==> src/sv/pct_pkg.sv <==
`default_nettype none

package pct_pkg;

  localparam int TARGET_PAGES_DEF = 256;
  localparam int CACHE_PAGES_DEF  = 256;
  localparam int PAGE_W           = 8;

  localparam logic [PAGE_W-1:0] LAST_PAGE_RESET = 8'd15;
  localparam logic [PAGE_W-1:0] NO_PAGE         = 8'hFF;
  localparam logic [PAGE_W-1:0] NO_SLOT         = 8'hFF;

  // Target page status.
  localparam logic [1:0] ST_UNALLOC  = 2'd0;
  localparam logic [1:0] ST_RESIDENT = 2'd1;
  localparam logic [1:0] ST_PAGED    = 2'd2;

  // Result outcome codes.
  localparam logic [1:0] OUTCOME_HIT   = 2'd0;
  localparam logic [1:0] OUTCOME_NEW   = 2'd1;
  localparam logic [1:0] OUTCOME_FETCH = 2'd2;

  typedef struct packed {
    logic [1:0]        status;
    logic [PAGE_W-1:0] location;
    logic [PAGE_W-1:0] slot;
    logic              slot_valid;
  } map_entry_t;

  localparam map_entry_t MAP_RESET = '{
    status:     ST_UNALLOC,
    location:   NO_PAGE,
    slot:       NO_SLOT,
    slot_valid: 1'b0
  };

  typedef struct packed {
    logic              re;
    logic [PAGE_W-1:0] raddr;
    logic              we;
    logic [PAGE_W-1:0] waddr;
    map_entry_t        wdata;
  } map_req_t;

endpackage

`default_nettype wire

==> src/sv/pct_owner_store.sv <==
`default_nettype none

module pct_owner_store import pct_pkg::*; #(
  parameter int CACHE_PAGES = CACHE_PAGES_DEF
) (
  input  logic              clk,
  input  logic              re,
  input  logic [PAGE_W-1:0] raddr,
  input  logic              we,
  input  logic [PAGE_W-1:0] waddr,
  input  logic [PAGE_W-1:0] wdata,
  output logic [PAGE_W-1:0] rdata
);

  localparam int IDX_W = $clog2(CACHE_PAGES);

  logic [PAGE_W-1:0] mem [CACHE_PAGES];
  logic [IDX_W-1:0]  ridx;
  logic [IDX_W-1:0]  widx;

  assign ridx = raddr[IDX_W-1:0];
  assign widx = waddr[IDX_W-1:0];

  // An entry's data is only used once its cache page has been allocated, so the
  // array needs no clearing.
  always_ff @(posedge clk) begin
    if (we) begin
      mem[widx] <= wdata;
    end
    if (re) begin
      rdata <= mem[ridx];
    end
  end

endmodule

`default_nettype wire

==> config.mk <==
export PLATFORM = sky130hd
export DESIGN_NAME = pct_owner_store
export DESIGN_NICKNAME = d
export VERILOG_FILES = /design/src/sv/pct_pkg.sv /design/src/sv/pct_owner_store.sv
export SDC_FILE = /design/constraint.sdc
export NUM_CORES = 2
export LEC_CHECK = 0
export BUFFER_PORTS_ARGS = -buffer_cell sky130_fd_sc_hd__buf_2
export CAP_MARGIN = 0
export CORE_MARGIN = 1
export CORE_UTILIZATION = 57
export CTS_CLUSTER_SIZE = 28
export DETAILED_ROUTE_END_ITERATION = 12
export PLACE_DENSITY = 0.76
export SYNTH_ARGS = -nofsm -noshare
export SYNTH_HDL_FRONTEND = slang
export SYNTH_SLANG_ARGS = --single-unit
export TNS_END_PERCENT = 5
==> constraint.sdc <==
create_clock -name clk -period 2.4 [get_ports clk]
set_input_delay 0.36 -clock clk [delete_from_list [all_inputs] [get_ports clk]]
set_output_delay 0.36 -clock clk [all_outputs]
set_load 0.01 [all_outputs]
==> impl_metrics.py <==
metrics = {
    "floorplan": {
        "start_util": 0.5771,
        "io_pins": 35,
        "fp.dieH_um": 375.8,
        "die_w_um": 375.8,
        "rows": 136,
        "die_area_mm2": 0.1412,
        "fp.coreArea_mm2": 0.1380,
    },
    "power": {
        "p_leak_nw": 30.40,
        "vdd_drop_max_mv": 0.8831,
        "power_density_mw_per_mm2": 783.5,
        "finalPower_mw": 73.28,
    },
    "global_routing": {
        "track_usage": 0.2926,
        "grt_use_met3": 0.05938,
        "use_met2": 0.4573,
        "antenna_found_initial": 9,
        "gr-max-usage-layer": "met2",
        "grt_pass1_vias": 42740,
        "grt_max_degree": 92,
        "grt_remaining_overflow": 0,
        "grt_pass1_wl_um": 294200,
        "met1_usage": 0.4066,
    },
    "worst_setup_path": {
        "start_kind": "flop",
        "reg2reg_slack_ps": -80,
        "cp_max_fo": 1,
        "r2r-end": "rdata[2]",
        "cp.required_ps": 2950,
        "endpoint_kind": "flop",
        "critPathKind": "flop to flop",
        "r2r_start": "mem[67][2]",
        "r2r_cells": 6,
        "critical_path_arrival_ps": 3020,
    },
    "detailed_routing": {
        "vias_per_cell": 6.589,
        "wire_per_inst_um": 31.59,
        "wl_um": 204100,
        "ant_nets": 0,
        "drt_iter0_drc": 6911,
        "drcViolationCount": 0,
        "dr.pass1.iters": 7,
        "vias": 42570,
    },
    "run_status": {
        "outcome": "finished, violations left",
        "violations": "negative setup slack",
    },
    "timing": {
        "fin_skew_ps": 23.57,
        "min_period_ps": 2475,
        "worst_pin_slew_ps": 866.4,
        "finalMaxSlewViolations": 0,
        "setup_violations": 4,
        "hold_violations": 0,
        "slew_headroom": 0.4224,
        "grt_setup_unrepaired": "true",
        "max_freq_mhz": 404.0,
        "finalCritPeriodShare": 1.031,
        "timing.final.ws_setup_ps": -75.26,
    },
    "finish": {
        "multi_input_area_mm2": 0.01686,
        "nFillCells": 8121,
        "num-nets-final": 4467,
        "final_cell_mix": "edfxtp_1 (2056), buf_4 (623), mux4_2 (454), nor2_1 (276), clkbuf_16 (200)",
        "diodes": 0,
        "final_common_cell": "edfxtp_1",
        "layout-drive-gt1-share": 0.3280,
        "area_growth_pct": 17.45,
        "design_area_mm2": 0.09353,
        "final-seq-area_mm2": 0.06174,
    },
    "synthesis": {
        "yosysUniqueCellTypes": 54,
        "synthArstFlopShare": 0,
        "avgSynthCellArea_um2": 21.33,
        "synth_fp_nets": 3760,
        "ys_seq_elements": 2056,
        "netlist_area_mm2": 0.07964,
        "synth_edf_count": 2056,
        "ys.warnings.count": 0,
        "ys_seq_area_frac": 0.7753,
        "synth_flop_cell": "edfxtp_1",
        "synth_cells": 3733,
    },
    "clock_network": {
        "numCtsBuffers": 196,
        "cts_buffer_depth": 3,
        "clock_latency_ps": 830,
        "root_buffer": "clkbuf_16",
        "cts_tree": "yes",
        "htree_levels": 4,
        "clk_pin_slew_worst_paths_ps": 60,
        "clock_sinks": 2056,
    },
    "hold_path": {
        "hold_depth": 1,
        "worstHoldStart": "wdata[4]",
        "hold_path_end": "mem[66][4]",
        "min_path_type": "primary input to flop",
    },
    "flow_run": {
        "drv_cap": 0,
    },
    "placed_design": {
        "gp_congestion": 0.9139,
        "port-buffer-count": 34,
        "dp_hpwl_um": 127000,
        "dpl_cell_area_mm2": 0.08714,
        "post-place-ws_ps": -1272,
    },
}
-- stage by stage --
step / cells / util / hold slack, ps / setup TNS [ps]
2_1_floorplan: 3733 / - / 458.9 / -29.84
3_3_place_gp: 6104 / 0.6314 / 799.4 / -8311
3_5_place_dp: 6104 / 0.6314 / 807.7 / -8460
4_1_cts: 6462 / 0.6768 / 45.71 / -308.8
5_1_grt: 6461 / 0.6778 / 59.65 / -241.0
6_report: 6461 / 0.6778 / 76.66 / -247.5
-- Yosys cell counts, types with 10 or more instances --
cell,count,share of area
nor2b_1,31,0.0024
buf_2,31,0.0019
nor2_1,282,0.013
o221ai_1,46,0.0051
buf_8,13,0.0025
nand3_1,34,0.0021
buf_6,21,0.0030
mux2i_1,134,0.017
nor3_1,22,0.0014
mux4_2,454,0.13
nand4_1,10,0.00079
buf_1,22,0.0010
a22oi_1,133,0.013
a21oi_1,96,0.0060
clkbuf_1,111,0.0052
nor4_1,24,0.0019
a211oi_1,16,0.0015
nand2_1,33,0.0016
o21ai_0,10,0.00063
buf_4,27,0.0025
a221oi_1,13,0.0014
o22ai_1,28,0.0022
edfxtp_1,2056,0.78
o211ai_1,10,0.00094
-- power by group --
part / switching, mW / internal [mW] / total (mW) / leakage [nW]
sequential: 0.0742 / 39.6 / 39.7 / 18.5
combinational: 2.55 / 1.74 / 4.29 / 8.98
clock: 13.0 / 16.4 / 29.3 / 2.94
total: 15.6 / 57.7 / 73.3 / 30.4
-- routing by layer --
layer | up-vias | part of all wire
li1 | 17110 | -
met1 | 21930 | 0.36
met2 | 3072 | 0.48
met3 | 458 | 0.12
met4 | 8 | 0.044
met5 | - | 0.00024
-- what timing repair did --
action	in CTS	in global routing
endpoints found under the setup margin	8	8
resized for setup	42	20
endpoints found under the hold margin	73	0
hold buffers	3	0
setup buffers	0	0
pin swaps	15	10
-- state kept, by name, summed over array words and instances (netlist names) --
register / cells
rdata: 8
mem: 2048
-- logic make-up after synthesis --
kind of cell | count (synthesis) | share of synthesized area
DFF | 2056 | 0.7753
AOI/OAI and AO/OA | 385 | 0.03416
and+or+nand+nor | 466 | 0.02625
muxes | 591 | 0.1460
buffers and inverters | 235 | 0.01829
-- worst max-delay path: stages (launching register included) --
cell      delay [ps]
edfxtp_1         400
mux4_2           530
mux4_2           480
nor2b_4          160
nor4_4           380
buf_4            200
nor4_2            40
-- area by class of cell --
cell class,instances,share of cell area
flip-flops and latches,2056,0.6601
multi-input cells,1442,0.1803
repair buffers,742,0.07054
well taps,1863,0.02492
inverters,2,0.00008026
clock inverters,94,0.008093
clock buffers,262,0.05600
-- worst max path at each step --
stage                start  endpoint  slack [ps]
2_1_floorplan     raddr[0]  rdata[0]         -20
3_3_place_gp      raddr[0]  rdata[2]       -1310
3_5_place_dp      raddr[0]  rdata[2]       -1270
4_1_cts        mem[136][0]  rdata[0]        -110
5_1_grt        mem[136][0]  rdata[0]         -80
6_report        mem[67][2]  rdata[2]         -80
Power figures use the tool's default switching activity.
